`src/rtl/frc_pkg.sv`:
```
// ---------------------------------------------------------------------------
// frc_pkg
// Shared types, status codes and widths of the frame receiver checksum block.
// ---------------------------------------------------------------------------
package frc_pkg;

    localparam int FRC_LENGTH_BITS = 16;
    localparam int FRC_BYTE_W      = 8;
    localparam int FRC_INDEX_W     = 16;
    localparam int FRC_STATUS_W    = 3;
    localparam int FRC_OUT_TDATA_W = 40;

    localparam logic [FRC_BYTE_W-1:0] FRC_RESET_ID = 8'd97;

    typedef enum logic [FRC_STATUS_W-1:0] {
        ST_HEADER      = 3'd0,
        ST_DATA        = 3'd1,
        ST_GOOD        = 3'd2,
        ST_BAD         = 3'd3,
        ST_ID_MISMATCH = 3'd4
    } status_t;

    typedef struct packed {
        status_t                  status;
        logic [FRC_BYTE_W-1:0]    data_byte;
        logic [FRC_INDEX_W-1:0]   data_index;
        logic [FRC_INDEX_W-1:0]   frame_length;
    } result_t;

endpackage

```
`src/rtl/frc_parser.sv`:
```
// ---------------------------------------------------------------------------
// frc_parser
// Frame phase tracking, length capture and checksum accumulation; forms the
// result for the byte being transferred in the same cycle.
// ---------------------------------------------------------------------------
module frc_parser #(
    parameter int LENGTH_BITS = frc_pkg::FRC_LENGTH_BITS
) (
    input  logic                                clk,
    input  logic                                rst_n,
    input  logic                                cfg_load,
    input  logic [frc_pkg::FRC_BYTE_W-1:0]      cfg_data,
    input  logic                                in_load,
    input  logic [frc_pkg::FRC_BYTE_W-1:0]      in_byte,
    output frc_pkg::result_t                    result
);
    import frc_pkg::*;

    typedef enum logic [2:0] {
        PH_ID     = 3'd0,
        PH_LEN_HI = 3'd1,
        PH_LEN_LO = 3'd2,
        PH_DATA   = 3'd3,
        PH_SUM    = 3'd4
    } phase_t;

    phase_t                   phase_reg, phase_next;
    logic [LENGTH_BITS-1:0]   len_reg, len_next;
    logic [FRC_INDEX_W-1:0]   idx_reg, idx_next;
    logic [FRC_BYTE_W-1:0]    sum_reg, sum_next;
    logic [FRC_BYTE_W-1:0]    id_reg;
    logic [FRC_INDEX_W-1:0]   hi_word;
    logic [FRC_INDEX_W-1:0]   idx_inc;

    assign hi_word = {in_byte, {FRC_BYTE_W{1'b0}}};
    assign idx_inc = idx_reg + 1'b1;

    always_comb
    begin
        phase_next        = phase_reg;
        len_next          = len_reg;
        idx_next          = idx_reg;
        sum_next          = sum_reg;
        result.status     = ST_HEADER;
        result.data_byte  = '0;
        result.data_index = '0;
        case (phase_reg)
            PH_LEN_HI:
            begin
                len_next   = hi_word[LENGTH_BITS-1:0];
                phase_next = PH_LEN_LO;
            end
            PH_LEN_LO:
            begin
                len_next   = len_reg | LENGTH_BITS'(in_byte);
                phase_next = (len_next == '0) ? PH_SUM : PH_DATA;
            end
            PH_DATA:
            begin
                result.status     = ST_DATA;
                result.data_byte  = in_byte;
                result.data_index = idx_reg;
                sum_next          = sum_reg + in_byte;
                idx_next          = idx_inc;
                if (idx_inc >= FRC_INDEX_W'(len_reg))
                begin
                    phase_next = PH_SUM;
                end
            end
            PH_SUM:
            begin
                result.status = (in_byte == sum_reg) ? ST_GOOD : ST_BAD;
                phase_next    = PH_ID;
            end
            default:
            begin
                if (in_byte == id_reg)
                begin
                    len_next   = '0;
                    idx_next   = '0;
                    sum_next   = '0;
                    phase_next = PH_LEN_HI;
                end
                else
                begin
                    result.status = ST_ID_MISMATCH;
                    phase_next    = PH_ID;
                end
            end
        endcase
        result.frame_length = FRC_INDEX_W'(len_next);
    end

    always_ff @(posedge clk or negedge rst_n)
    begin
        if (!rst_n)
        begin
            phase_reg <= PH_ID;
            len_reg   <= '0;
            idx_reg   <= '0;
            sum_reg   <= '0;
            id_reg    <= FRC_RESET_ID;
        end
        else
        begin
            if (cfg_load)
            begin
                id_reg <= cfg_data;
            end
            if (in_load)
            begin
                phase_reg <= phase_next;
                len_reg   <= len_next;
                idx_reg   <= idx_next;
                sum_reg   <= sum_next;
            end
        end
    end

endmodule

```
`src/rtl/frc_out_stage.sv`:
```
// ---------------------------------------------------------------------------
// frc_out_stage
// Result register of the output stream; loads while empty or draining.
// ---------------------------------------------------------------------------
module frc_out_stage (
    input  logic                                   clk,
    input  logic                                   rst_n,
    input  logic                                   load,
    input  frc_pkg::result_t                       result,
    output logic                                   ready,
    output logic                                   m_tvalid,
    input  logic                                   m_tready,
    output logic [frc_pkg::FRC_OUT_TDATA_W-1:0]    m_tdata,
    output logic [frc_pkg::FRC_STATUS_W-1:0]       m_tuser
);
    import frc_pkg::*;

    logic                        valid_reg;
    logic [FRC_OUT_TDATA_W-1:0]  data_reg;
    logic [FRC_STATUS_W-1:0]     user_reg;

    assign ready    = !valid_reg || m_tready;
    assign m_tvalid = valid_reg;
    assign m_tdata  = data_reg;
    assign m_tuser  = user_reg;

    always_ff @(posedge clk or negedge rst_n)
    begin
        if (!rst_n)
        begin
            valid_reg <= 1'b0;
        end
        else if (ready)
        begin
            valid_reg <= load;
        end
    end

    always_ff @(posedge clk)
    begin
        if (load)
        begin
            data_reg <= {result.frame_length, result.data_index, result.data_byte};
            user_reg <= result.status;
        end
    end

endmodule

```
`src/rtl/frame_receiver_checksum.sv`:
```
// ---------------------------------------------------------------------------
// frame_receiver_checksum
// Length-prefixed frame deframer with 8-bit additive payload checksum.
// ---------------------------------------------------------------------------
// Input stream s_*: one received byte per transfer. Frames are laid out as
// an ID byte, length high, length low, that many payload bytes, then a
// checksum byte (8-bit wrapping sum of the payload bytes).
// Output stream m_*: exactly one result per input byte. m_tuser carries the
// status (0 header, 1 payload, 2 frame good, 3 checksum bad, 4 ID mismatch);
// m_tdata carries payload byte, payload index and the frame length.
// Config channel cfg_*: writes the expected ID byte; always ready, to be
// written only while the block is idle.
// An input transfer's result is registered and shows on m_* in the next cycle. One
// byte per cycle is sustained unless m_* stalls: the phase logic works on the byte as
// it transfers and the result register is reloaded in the cycle the receiver takes it.
// When m_tready is low with a result held, s_tready drops until it drains.
// Reset clears the output valid, returns to waiting for an ID and sets
// the expected ID to 97.
// ---------------------------------------------------------------------------
module frame_receiver_checksum #(
    parameter int LENGTH_BITS = frc_pkg::FRC_LENGTH_BITS
) (
    input  logic                                   clk,
    input  logic                                   rst_n,
    input  logic                                   cfg_valid,
    output logic                                   cfg_ready,
    input  logic [frc_pkg::FRC_BYTE_W-1:0]         cfg_data,     // expected_id
    input  logic                                   s_tvalid,
    output logic                                   s_tready,
    input  logic [frc_pkg::FRC_BYTE_W-1:0]         s_tdata,      // rx_byte
    output logic                                   m_tvalid,
    input  logic                                   m_tready,
    // data_byte[7:0], data_index[23:8], frame_length[39:24]
    output logic [frc_pkg::FRC_OUT_TDATA_W-1:0]    m_tdata,
    output logic [frc_pkg::FRC_STATUS_W-1:0]       m_tuser       // status
);
    import frc_pkg::*;

    logic     stage_ready;
    logic     in_load;
    result_t  result;

    assign cfg_ready = 1'b1;
    assign s_tready  = stage_ready;
    assign in_load   = s_tvalid && stage_ready;

    frc_parser #(
        .LENGTH_BITS (LENGTH_BITS)
    ) u_parser (
        .clk      (clk),
        .rst_n    (rst_n),
        .cfg_load (cfg_valid && cfg_ready),
        .cfg_data (cfg_data),
        .in_load  (in_load),
        .in_byte  (s_tdata),
        .result   (result)
    );

    frc_out_stage u_out (
        .clk      (clk),
        .rst_n    (rst_n),
        .load     (in_load),
        .result   (result),
        .ready    (stage_ready),
        .m_tvalid (m_tvalid),
        .m_tready (m_tready),
        .m_tdata  (m_tdata),
        .m_tuser  (m_tuser)
    );

endmodule

```
`config.mk`:
```
export PLATFORM = sky130hd
export DESIGN_NAME = frame_receiver_checksum
export DESIGN_NICKNAME = d
export VERILOG_FILES = /design/src/rtl/frc_pkg.sv /design/src/rtl/frc_parser.sv /design/src/rtl/frc_out_stage.sv /design/src/rtl/frame_receiver_checksum.sv
export SDC_FILE = /design/constraint.sdc
export NUM_CORES = 1
export LEC_CHECK = 0
export BUFFER_PORTS_ARGS = -buffer_cell sky130_fd_sc_hd__buf_2
export CAP_MARGIN = 40
export CELL_PAD_IN_SITES_DETAIL_PLACEMENT = 1
export CELL_PAD_IN_SITES_GLOBAL_PLACEMENT = 1
export CORE_ASPECT_RATIO = 0.75
export CORE_MARGIN = 5
export CORE_UTILIZATION = 45
export DETAILED_ROUTE_END_ITERATION = 8
export GPL_ROUTABILITY_DRIVEN = 1
export PLACE_DENSITY = 0.83
export SLEW_MARGIN = 15
export SYNTH_ARGS = -nofsm -noshare
export SYNTH_HDL_FRONTEND = slang
export SYNTH_SLANG_ARGS = --single-unit
```
`constraint.sdc`:
```
create_clock -name clk -period 5.05 [get_ports clk]
set_clock_uncertainty 0.1 [all_clocks]
set_input_delay 0.7575 -clock clk [delete_from_list [all_inputs] [get_ports clk]]
set_output_delay 0.7575 -clock clk [all_outputs]
set_load 0.02 [all_outputs]
```
### Yosys cells after proc, flatten, opt, wreduce, memory -nomap -nowiden

Index checks and enable logic that the tools add are counted.

* flip-flop bits (word level): 95
* output and inout bits: 46
* word-level logic and storage cells: 44

* add/sub/neg operators: 2
* magnitude comparators: 1
* equal/unequal tests: 7
* multiplexer cells: 13
* bitwise operators: 2
* reductions and logical operators: 10

Operator list (count)
* 16-bit one-hot mux with 3 select lines: 1
* 16-bit 2-to-1 mux: 2
* 16-bit one-hot mux with 2 select lines: 1
* 16-bit by 1-bit adder with 16-bit output (second input constant): 1
* 8-bit equality test: 2
* 16-bit greater-or-equal comparator: 1
* 16-bit logical NOT: 1
* 16-bit by 8-bit OR with 16-bit output: 1
* 8-bit one-hot mux with 2 select lines: 1
* 3-bit one-hot mux with 4 select lines: 1
* 3-bit 2-to-1 mux: 3
* 3-bit one-hot mux with 3 select lines: 1
* 8-bit adder: 1
* 8-bit 2-to-1 mux: 1
* 3-bit by 2-bit equality test with 1-bit output (second input constant): 2
* 2-bit OR reduction: 2
* 3-bit by 1-bit equality test with 1-bit output (second input constant): 1
* 3-bit equality test (second input constant): 1
* 3-bit AND reduction: 1
* 3-bit OR reduction: 1
* 1-bit 2-to-1 mux: 2
* 2-bit by 1-bit inequality test with 1-bit output (second input constant): 1
* 2-bit AND reduction: 1
* 2-bit nonzero test: 1
* other kinds (4): 4

### Longest topological paths before layout

Gate-level depths: netlist of the first run.

* depth after elaboration: 4
* gate-level depth with buffers: 13
* depth with buffers taken out: 12

### Hierarchy

From an unflattened synthesis of the first run, not the netlist that was laid out.

* cell total of the unflattened synthesis: 431
* area total of the unflattened synthesis: 4822.1 um2

Modules (own cells, without submodules)
* frc_parser: instances 1, cells an instance 382, area each 3465.8 um2
* frc_out_stage: instances 1, cells an instance 46, area each 1338.8 um2
* frame_receiver_checksum: instances 1, cells an instance 3, area each 17.5 um2

### Least setup slack after synthesis of the first run

No wires, ideal clock.

* path type: register -> register
* start: register u_parser.idx_reg[0]
* end: register u_parser.phase_reg[1]
* library setup time: 173 ps
* arrival time: 2559 ps
* slack: 2218 ps
* cell stages (with the launch flop): 13
* path buffers: 0
* period minus slack after synthesis: 2832 ps
* cell sequence: dfrtp_1 nand4_1 nor3_1 and2_0 and3_1 xor2_1 ha_1 a211oi_1 nor2_1 nor4_1 o211ai_1 a21oi_1 a41oi_1

* cells in the longest elaborated chain, start to end: 4

Ends and longest elaborated chain
* start: declaration: RTL line frc_parser.sv:29 `logic [FRC_INDEX_W-1:0] idx_reg, idx_next;`
* start signal: assignment: RTL line frc_parser.sv:114 `idx_reg <= idx_next;`
* 16-bit by 1-bit adder with 16-bit output: RTL line frc_parser.sv:36 `assign idx_inc = idx_reg + 1'b1;`
* 16-bit greater-or-equal comparator: RTL line frc_parser.sv:65 `if (idx_inc >= FRC_INDEX_W'(len_reg))`
* 2-bit by 1-bit inequality test with 1-bit output (no source line)
* 2-bit AND reduction (no source line)
* end signal: assignment: RTL line frc_parser.sv:112 `phase_reg <= phase_next;`
* end: declaration: RTL line frc_parser.sv:27 `phase_t phase_reg, phase_next;`

No other way between the ends.
A chain may end at the register's enable or synchronous reset.

### Worst setup path after layout of the first run

Same ends and word-level chain as after synthesis.

==> metrics.md, run 1 <==
| Metric | Value |
|---|---|
| Initial core utilization | 45.8% |
| DP Wirelength | ~9.4 mm |
| Largest net degree at the start of global routing | 53 |
| First-pass GRT wire length | 21.1 mm |
| Worst-path fanout max | 6 |
| Synth async-reset ratio | 54.7% |
| Clock Tree Buf Depth | 2 |
| Max Transition Viols Final | 0 |
| CP Launch Type | register |
| Core area | 0.0109 mm^2 |
| Placed cell areas | 0.00539 mm^2 |
| Post-CTS Resized | 0 |
| WP data arrival | approximately 3.5 ns |
| Worst slew pin tran | 0.709 ns |
| Hold depth | 1 |
| Max Cap Violations | 0 |
| TritonCTS buffer count | 9 |
| Worst skew pair latency | 0.35 ns |
| Power Density | 512 mW/mm^2 |
| Register-to-Register Path Depth | 12 |
| Area of the die | 0.0133 mm^2 |
| Setup bufs post-CTS | 0 |
| Sink Count | 95 |
| Placed insts | 629 |
| Layout area overhead | 14.3% |
| GPL Wtd Cong | 0.891 |
| Number of endpoints failing setup at the final stage | 0 |
| IO Port Bufs | 65 |
| Tmin final | 3.41 ns |
| Count leader, synth | dfrtp_1 |
| Setup TNS | 0 ns |
| Peak supply drop | approximately 0.19 mV |
| Leak | 2.48 nW |
| Grt met2 use | about 34% |
| Final period util | 67.6% |
| Status | complete, no violations |
| Io pins | between 60 and 70 |
| CP cell instances | nand4_1 -> nor3_1 -> and2_0 -> and3_1 -> xor2_1 -> ha_1 -> a211oi_1 -> nor2_1 -> nor4_1 -> o211ai_1 -> a21oi_1 -> a41oi_1 |
| Worst path required time | around 5.2 ns |
| Cell area after layout | 0.00568 mm^2 |
| FILL cells | 1187 |
| Synth cell types | 55 |
| Clock root cell | clkbuf_16 |
| Avg Cell Area, Syn | between 10 and 15 um^2 |
| Count of flip-flops with a built-in enable after synthesis | 43 |
| Main flop type after synthesis | dfrtp_1 |
| Min-delay worst type | register to register |
| Top cells by area, synth | edfxtp_1 (26%), dfrtp_1 (25%), ha_1 (6.0%), a22o_1 (4.6%), xnor2_1 (3.7%) |
| Hold Path Sink | u_parser.sum_reg[4]$_DFFE_PN0P_ |
| Met1 Usage GRT | a little over a quarter |
| CTS tree | built |
| Reg2Reg Launch Point | u_parser.idx_reg[0]$_DFFE_PN0P_ |
| Layer with the highest usage | met2 |
| DR pass1 iterations | 5 |
| Synthesis Warnings | 0 |
| Post-synthesis sequential area ratio | 52.2% |
| Final Hold Fails | 0 |
| Die Y | 101 um |
| Crit end category | register |
| Mapped Nets | 487 |
| Synth Register Bits | 95 |
| Max reg flops | 40 |
| HP Start | u_parser.sum_reg[4]$_DFFE_PN0P_ |
| Number of remaining DRC errors | 0 |
| Initial antenna violation count | 0 |
| DRT Wirelength | 12.8 mm |
| Synthesized cell area | 0.00497 mm^2 |
| Via count | 3627 |
| Fin nets | 547 |
| Post-Layout Cell Count | 646 |
| Layout cell share with drive strength beyond 1 | 22.9% |
| Leading area contributor after synthesis | edfxtp_1 |
| Vias per cell | 5.61 |
| Slowest library cell on the worst path | dfrtp_1 |
| Most frequent cells after synthesis | dfrtp_1 (49), edfxtp_1 (43), nand2_1 (36) |
| Cells after Synth | roughly 440 |
| H-Tree Depth | 3 |
| Max transition margin | 52.7% |
| Routed len/inst | 19.8 um |
| Number of antenna-violating nets in the routed design | 0 |
| Achievable Freq | 293 MHz |
| R2R Path End | u_parser.phase_reg[1]$_DFFE_PN0P_ |
| Clock Pin Slew Worst Setup and Hold Paths | approximately 0.070 ns |
| Antenna cells | 0 |
| Crit path largest cell delay | 0.50 ns |
| RSZ-0062 raised after global routing | false |
| Synth top area share | between 20% and 30% |
| R2r setup slk | 1.64 ns |
| GR Layer Usage met3 | 5.69% |
| Critical path type | register to register |
| Cts hold-fix bufs | 0 |
| 1st-iter DRT viols | 187 |
| Std-Cell Rows | 33 |
| Total global routing overflow | 0 |
| Chip width | between 100 and 150 um |
| Vias in the first global route | 3989 |
| Total GRT Usage | 20.2% |
==> layout make-up <==
class                      count  area [um^2]  share of cell area, %
multi-input combinational    304         2180                   38.4
inverter                      20         75.1                   1.32
timing repair buffer          71          368                   6.48
clock buffer                   9          225                   3.96
tap                          140          175                   3.08
sequential                    95         2600                   45.7
clock inverter                 7         60.1                   1.06
==> power by group <==
part | internal, mW | switching (mW) | total [mW]
clock network | 0.344 | 0.313 | 0.658
registers | 1.03 | 0.156 | 1.19
logic | 0.421 | 0.640 | 1.06
total | 1.80 | 1.11 | 2.91
==> worst max-delay path, delay by kind of cell, from the launching register on <==
kind | cells | cell delay [ns]
AOI/OAI and AO/OA | 4 | 0.75
and+or+nand+nor | 6 | 1.48
adders and majority gates | 1 | 0.26
xor gates and xnor gates | 1 | 0.18
DFF | 1 | 0.50
==> layout by cell type (no fill, tap or decap), types with 16 or more instances in the layout <==
master    instances
nor2_1           29
dfrtp_1          49
nand2_1          36
ha_1             24
o21ai_0          20
a22o_1           26
and2_1           25
a21oi_1          16
buf_2            66
xnor2_1          21
edfxtp_1         43
inv_1            19
==> cells by family after synthesis <==
family | share of synthesized area [%]
muxes | 2.47
DFF | 52.2
adders and majority gates | 6.45
xor gates and xnor gates | 5.11
and+or+nand+nor | 15.3
buffers and inverters | 3.88
other | 0.0755
AOI/OAI and AO/OA | 14.5
==> worst max path at each step <==
| stage | start | end | slack [ns] | cells past startpoint |
|---|---|---|---|---|
| after global routing | u_parser.idx_reg[0]$_DFFE_PN0P_ | u_parser.phase_reg[1]$_DFFE_PN0P_ | 1.28 | 12 |
| after floorplan | u_parser.idx_reg[0]$_DFFE_PN0P_ | u_parser.phase_reg[1]$_DFFE_PN0P_ | 2.22 | 12 |
| after global placement | u_parser.idx_reg[0]$_DFFE_PN0P_ | u_parser.phase_reg[1]$_DFFE_PN0P_ | 1.89 | 12 |
| after CTS | u_parser.idx_reg[0]$_DFFE_PN0P_ | u_parser.phase_reg[1]$_DFFE_PN0P_ | 1.68 | 12 |
| after detailed placement | u_parser.idx_reg[0]$_DFFE_PN0P_ | u_parser.phase_reg[1]$_DFFE_PN0P_ | 1.70 | 12 |
| final | u_parser.idx_reg[0]$_DFFE_PN0P_ | u_parser.phase_reg[1]$_DFFE_PN0P_ | 1.64 | 12 |
==> metrics by stage <==
stage	hold WS, ns	setup slack (ns)	utilization [%]	total power [mW]
finish	0.414	1.64	52.3	2.91
CTS	0.420	1.68	52.3	2.93
floorplan	0.362	2.22	-	1.94
global route	0.445	1.28	52.3	3.11
detailed placement	0.399	1.70	49.6	2.26
global placement	0.391	1.89	49.6	2.18
==> layer usage <==
metal	wire length, um	vias up
met5	0	-
met4	110	0
met3	785	11
met2	6280	92
met1	5620	1825
li1	-	1699
Power figures use the tool's default switching activity.
==> run 2: changes to the inputs <==
- clock period: 5.05 -> 3.48 ns (I/O delays scaled with it)
==> metrics.md, run 2 (same netlist as run 1, synthesis figures left out) <==
| Metric | Value |
|---|---|
| CP Launch Type | register |
| DR pass1 iterations | 4 (-1) |
| Vias per cell | 5.65 (+0.69%) |
| First-pass GRT wire length | 20.5 mm (-2.7%) |
| Most common cell after layout, fill and taps aside | buf_2 |
| Chip width | 131 um (unchanged) |
| Cts hold-fix bufs | 0 (unchanged) |
| Post-Layout Cell Count | 646 (unchanged) |
| Setup bufs post-CTS | 0 (unchanged) |
| IO Port Bufs | 65 (unchanged) |
| TritonCTS buffer count | 9 (unchanged) |
| Placed insts | 630 (+0.16%) |
| Crit end category | register |
| H-Tree Depth | 3 (unchanged) |
| Area of the die | 0.0133 mm^2 (unchanged) |
| Die Y | 101 um (unchanged) |
| Peak supply drop | 0.435 mV (+130%) |
| Achievable Freq | 310 MHz (+5.8%) |
| DRT Wirelength | 12.6 mm (-1.4%) |
| FILL cells | 1162 (-2.1%) |
| 1st-iter DRT viols | 191 (+2.1%) |
| Initial core utilization | 45.8% (unchanged) |
| Largest net degree at the start of global routing | 49 (-7.5%) |
| Number of antenna-violating nets in the routed design | 0 (unchanged) |
| Max Cap Violations | 0 (unchanged) |
| Critical path type | register to register |
| Tmin final | 3.23 ns (-0.187 ns) |
| Sink Count | 95 (unchanged) |
| Min-delay worst type | primary input to async pin |
| WP data arrival | 3.40 ns (-0.11 ns) |
| Routed len/inst | 19.5 um (-1.4%) |
| Antenna cells | 0 (unchanged) |
| Worst skew pair latency | 0.34 ns (about the same) |
| Layout cell share with drive strength beyond 1 | 23.1% (+0.20 points) |
| Max Transition Viols Final | 0 (unchanged) |
| DP Wirelength | 9.36 mm (-0.60%) |
| Area of the multi-input gates | 0.00219 mm^2 (+0.23%) |
| Final period util | 92.7% (+25 points) |
| Most frequent cells in the layout | buf_2 (66), dfrtp_1 (48), edfxtp_1 (43) |
| Most frequent CP cell | ha_1 |
| Vias in the first global route | 3894 (-2.4%) |
| CTS tree | built |
| Worst path required time | 3.65 ns (-1.50 ns) |
| CP Buf/Inv Count | 0 (unchanged) |
| Setup TNS | 0 ns (unchanged) |
| Via count | 3652 (+0.69%) |
| Slowest library cell on the worst path | dfrtp_2 |
| Final Hold Fails | 0 (unchanged) |
| Status | complete, no violations |
| CP top delay family | simple AND/OR/NAND/NOR gates |
| Total GRT Usage | 19.5% (-0.64 points) |
| Std-Cell Rows | 33 (unchanged) |
| Worst slew pin tran | 0.778 ns (+0.0694 ns) |
| Initial antenna violation count | 0 (unchanged) |
| Total global routing overflow | 0 (unchanged) |
| Place WS | 0.0909 ns (-1.61 ns) |
| Fin nets | 547 (unchanged) |
| Max transition margin | 47.7% (-5.0 points) |
| Worst-path fanout max | 6 (unchanged) |
| Layout area overhead | 14.4% (about the same) |
| Io pins | 67 (unchanged) |
| GPL Wtd Cong | 0.865 (-3.0%) |
| Core area | 0.0109 mm^2 (unchanged) |
| Crit path largest cell delay | 0.44 ns (-0.06 ns) |
| Max reg flops | 40 (unchanged) |
| Clock root cell | clkbuf_16 |
| Final setup margin | 0.253 ns (-1.38 ns) |
| Power Density | 738 mW/mm^2 (+44%) |
| Number of endpoints failing setup at the final stage | 0 (unchanged) |
| Leak | 2.47 nW (-0.50%) |
| Pwr Total | 4.20 mW (+44%) |
| Number of remaining DRC errors | 0 (unchanged) |
| RSZ-0062 raised after global routing | false |
| Clock Tree Buf Depth | 2 (unchanged) |
| Worst hold slack | 0.146 ns (-0.268 ns) |
| CP cell instances | ha_1 -> and3_1 -> and4_1 -> nand3_1 -> xnor2_1 -> ha_1 -> nand4_1 -> a211oi_1 -> nor4_1 -> o211ai_1 -> nand2_1 -> mux2i_1 |
| FF/Latch Area | 0.00260 mm^2 (about the same) |
| Clock Pin Slew Worst Setup and Hold Paths | 0.07 ns (about the same) |
-- run 2: area by class of cell --
type / count / share of cell area, %
Inverter: 20 / 1.32
Multi-Input combinational cell: 304 / 38.5
Clock buffer: 10 / 4.03
Sequential cell: 95 / 45.7
Timing Repair Buffer: 71 / 6.47
Clock inverter: 6 / 0.925
Tap cell: 140 / 3.08
-- run 2: metal layers --
layer	GRT usage, %	up-vias	part of all wire [%]
li1	-	1707	-
met1	24.8	1829	45
met2	32.4	102	48
met3	5.94	14	6.1
met4	6.01	0	1.8
met5	0	-	0
-- run 2: timing repair --
item                                    4_1_cts  5_1_grt
endpoints found under the setup margin        0        2
hold endpoints to repair                      0        0
resized for setup                             0        2
-- run 2: final timing paths --
check                                                      from                                 to  slack (ns)  depth (start not counted)
worst max-delay path            u_parser.idx_reg[0]$_DFFE_PN0P_  u_parser.phase_reg[2]$_DFFE_PN0P_        0.25                         12
worst min-delay path                                      rst_n    u_parser.sum_reg[3]$_DFFE_PN0P_        0.15                          1
worst max register to register  u_parser.idx_reg[0]$_DFFE_PN0P_  u_parser.phase_reg[2]$_DFFE_PN0P_        0.25                         12
worst min register to register  u_parser.sum_reg[0]$_DFFE_PN0P_    u_parser.sum_reg[0]$_DFFE_PN0P_        0.42                          1
max in group asynchronous                                 rst_n    u_parser.idx_reg[0]$_DFFE_PN0P_        2.32                          2
min in group clk                                       s_tvalid         u_out.m_tvalid$_DFFE_PN0N_        0.28                          2
-- run 2: stage by stage --
stage / utilization (%) / cell area, um^2
final: 52.3 / 5680
after global routing: 52.3 / 5680
after CTS: 52.3 / 5680
after detailed placement: 49.7 / 5400
after global placement: 49.6 / 5390
after floorplan: - / 4970
-- run 2: power breakdown --
group	leakage, nW	internal [mW]	total, mW	switching (mW)
clock network	0.132	0.496	0.938	0.442
logic	1.25	0.607	1.53	0.922
registers	1.08	1.50	1.73	0.228
total	2.47	2.60	4.20	1.59
==> run 3: changes to the inputs <==
- BUFFER_PORTS_ARGS: -buffer_cell sky130_fd_sc_hd__buf_2 -> default
- DONT_BUFFER_PORTS: default -> 1
- PLACE_DENSITY: 0.83 -> 0.77
==> metrics.md, run 3 (same netlist as run 1, synthesis figures left out) <==
| Metric | Value |
|---|---|
| Status | complete, no violations |
| Layout area overhead | 9.29% |
| Chip width | 131 um (unchanged) |
| Total GRT Usage | 19.9% (+0.38 points) |
| CP Launch Type | register |
| Layout cell share with drive strength beyond 1 | 12.0% (-11 points) |
| Vias per cell | 5.89 (+4.2%) |
| Number of endpoints failing setup at the final stage | 0 (unchanged) |
| First-pass GRT wire length | 20.6 mm (+0.54%) |
| Routed len/inst | 21.9 um (+12%) |
| Number of antenna-violating nets in the routed design | 0 (unchanged) |
| RSZ-0062 raised after global routing | false |
| Worst skew pair latency | 0.34 ns (about the same) |
| DR pass1 iterations | 4 (unchanged) |
| Worst slew pin tran | 0.664 ns (-0.114 ns) |
| GPL Wtd Cong | 0.912 (+5.5%) |
| IO Port Bufs | 0 (-100%) |
| Max Cap Violations | 0 (unchanged) |
| Max Transition Viols Final | 0 (unchanged) |
| Leak | 2.25 nW (-8.9%) |
| Std-Cell Rows | 33 (unchanged) |
| Clock Pin Slew Worst Setup and Hold Paths | 0.07 ns (about the same) |
| Core area | 0.0109 mm^2 (unchanged) |
| Tmin final | 3.14 ns (-0.0892 ns) |
| Antenna cells | 0 (unchanged) |
| Final period util | 90.2% (-2.6 points) |
| Crit end category | register |
| Final Hold Fails | 0 (unchanged) |
| Critical path type | register to register |
| Total global routing overflow | 0 (unchanged) |
| Worst path required time | 3.60 ns (-0.05 ns) |
| Die Y | 101 um (unchanged) |
| Number of remaining DRC errors | 0 (unchanged) |
| WP data arrival | 3.25 ns (-0.15 ns) |
| Initial core utilization | 45.8% (unchanged) |
| Largest net degree at the start of global routing | 53 (+8.2%) |
| DRT Wirelength | 12.8 mm (+1.4%) |
| Power Density | 783 mW/mm^2 (+6.1%) |
| TritonCTS buffer count | 9 (unchanged) |
| Area of the die | 0.0133 mm^2 (unchanged) |
| Min-delay worst type | primary input to register |
| Setup TNS | 0 ns (unchanged) |
| H-Tree Depth | 3 (unchanged) |
| Via count | 3434 (-6.0%) |
| Io pins | 67 (unchanged) |
| Clock root cell | clkbuf_16 |
| Initial antenna violation count | 0 (unchanged) |
| Peak supply drop | 0.386 mV (-11%) |
| Sink Count | 95 (unchanged) |
| DP Wirelength | 9.28 mm (-0.82%) |
| Max reg flops | 40 (unchanged) |
| CTS tree | built |
| Max transition margin | 55.5% (+7.8 points) |
| Most common cell after layout, fill and taps aside | dfrtp_1 |
| Achievable Freq | 319 MHz (+2.8%) |
| 1st-iter DRT viols | 247 (+29%) |
| Final setup margin | 0.342 ns (+0.0892 ns) |
| Most frequent cells in the layout | dfrtp_1 (48), edfxtp_1 (43), nand2_1 (36) |
| Clock Tree Buf Depth | 2 (unchanged) |
| Fin nets | 484 (-12%) |
| Setup bufs post-CTS | 0 (unchanged) |
| Worst-path fanout max | 6 (unchanged) |
| Vias in the first global route | 3603 (-7.5%) |
| Place WS | 0.299 ns (+0.208 ns) |
==> run 3: power by group <==
group          internal [mW]  total (mW)  switching (mW)
registers               1.51        1.87           0.357
logic                  0.548        1.32           0.777
clock network          0.583        1.06           0.482
total                   2.64        4.25            1.62
==> run 3: final cells by class <==
type	instances	area, um^2
Clock buffer	9	225
Inverter	20	75.1
Fill cell	1153	5430
Timing Repair Buffer	8	80.1
Tap cell	140	175
Clock inverter	7	97.6
Multi-Input combinational cell	304	2180
Sequential cell	95	2600
==> run 3: final timing paths <==
kind / start / end / slack, ns / depth (start not counted)
max in group asynchronous: rst_n / u_parser.id_reg[0]$_DFFE_PN1P_ / 2.38 / 2
max: u_parser.idx_reg[0]$_DFFE_PN0P_ / u_parser.phase_reg[2]$_DFFE_PN0P_ / 0.34 / 12
max reg2reg: u_parser.idx_reg[0]$_DFFE_PN0P_ / u_parser.phase_reg[2]$_DFFE_PN0P_ / 0.34 / 12
min in group asynchronous: rst_n / u_parser.idx_reg[13]$_DFFE_PN0P_ / 0.62 / 2
min reg2reg: u_parser.sum_reg[0]$_DFFE_PN0P_ / u_parser.sum_reg[0]$_DFFE_PN0P_ / 0.41 / 1
min: s_tvalid / u_out.m_tvalid$_DFFE_PN0N_ / 0.19 / 1
==> run 3: routing by layer <==
metal	vias to the layer above	share of wire (%)	routed length (um)	GRT usage (%)
li1	1580	-	-	-
met1	1734	46	5830	26.7
met2	104	47	6060	32.2
met3	16	5.6	716	5.19
met4	0	1.3	169	5.69
met5	-	0	0	0
==> run 3: critical path, cell delays in order, from the launching register on <==
cell	delay, ns
dfrtp_2	0.44
ha_1	0.26
and3_1	0.26
and4_1	0.31
nand4_1	0.21
xnor2_1	0.18
ha_1	0.28
nand4_1	0.14
nor2_1	0.15
nand4_1	0.10
o211ai_1	0.30
nand2_1	0.12
mux2i_1	0.16
==> run 3: repair_timing <==
| action | in CTS | in global routing |
|---|---|---|
| setup endpoints to repair | 0 | 2 |
| hold endpoints to repair | 52 | 0 |
| resized for setup | 0 | 2 |
| hold buffers | 2 | 0 |
==> run 3: stage by stage <==
stage,power [mW],hold WS (ns),cells,area [um^2],utilization (%)
after floorplan,2.81,0.126,441,4970,-
after global placement,3.08,0.130,564,5060,46.6
after detailed placement,3.19,0.130,565,5070,46.7
after CTS,4.27,0.179,583,5430,50.0
after global routing,4.51,0.170,583,5430,50.0
final,4.25,0.186,583,5430,50.0
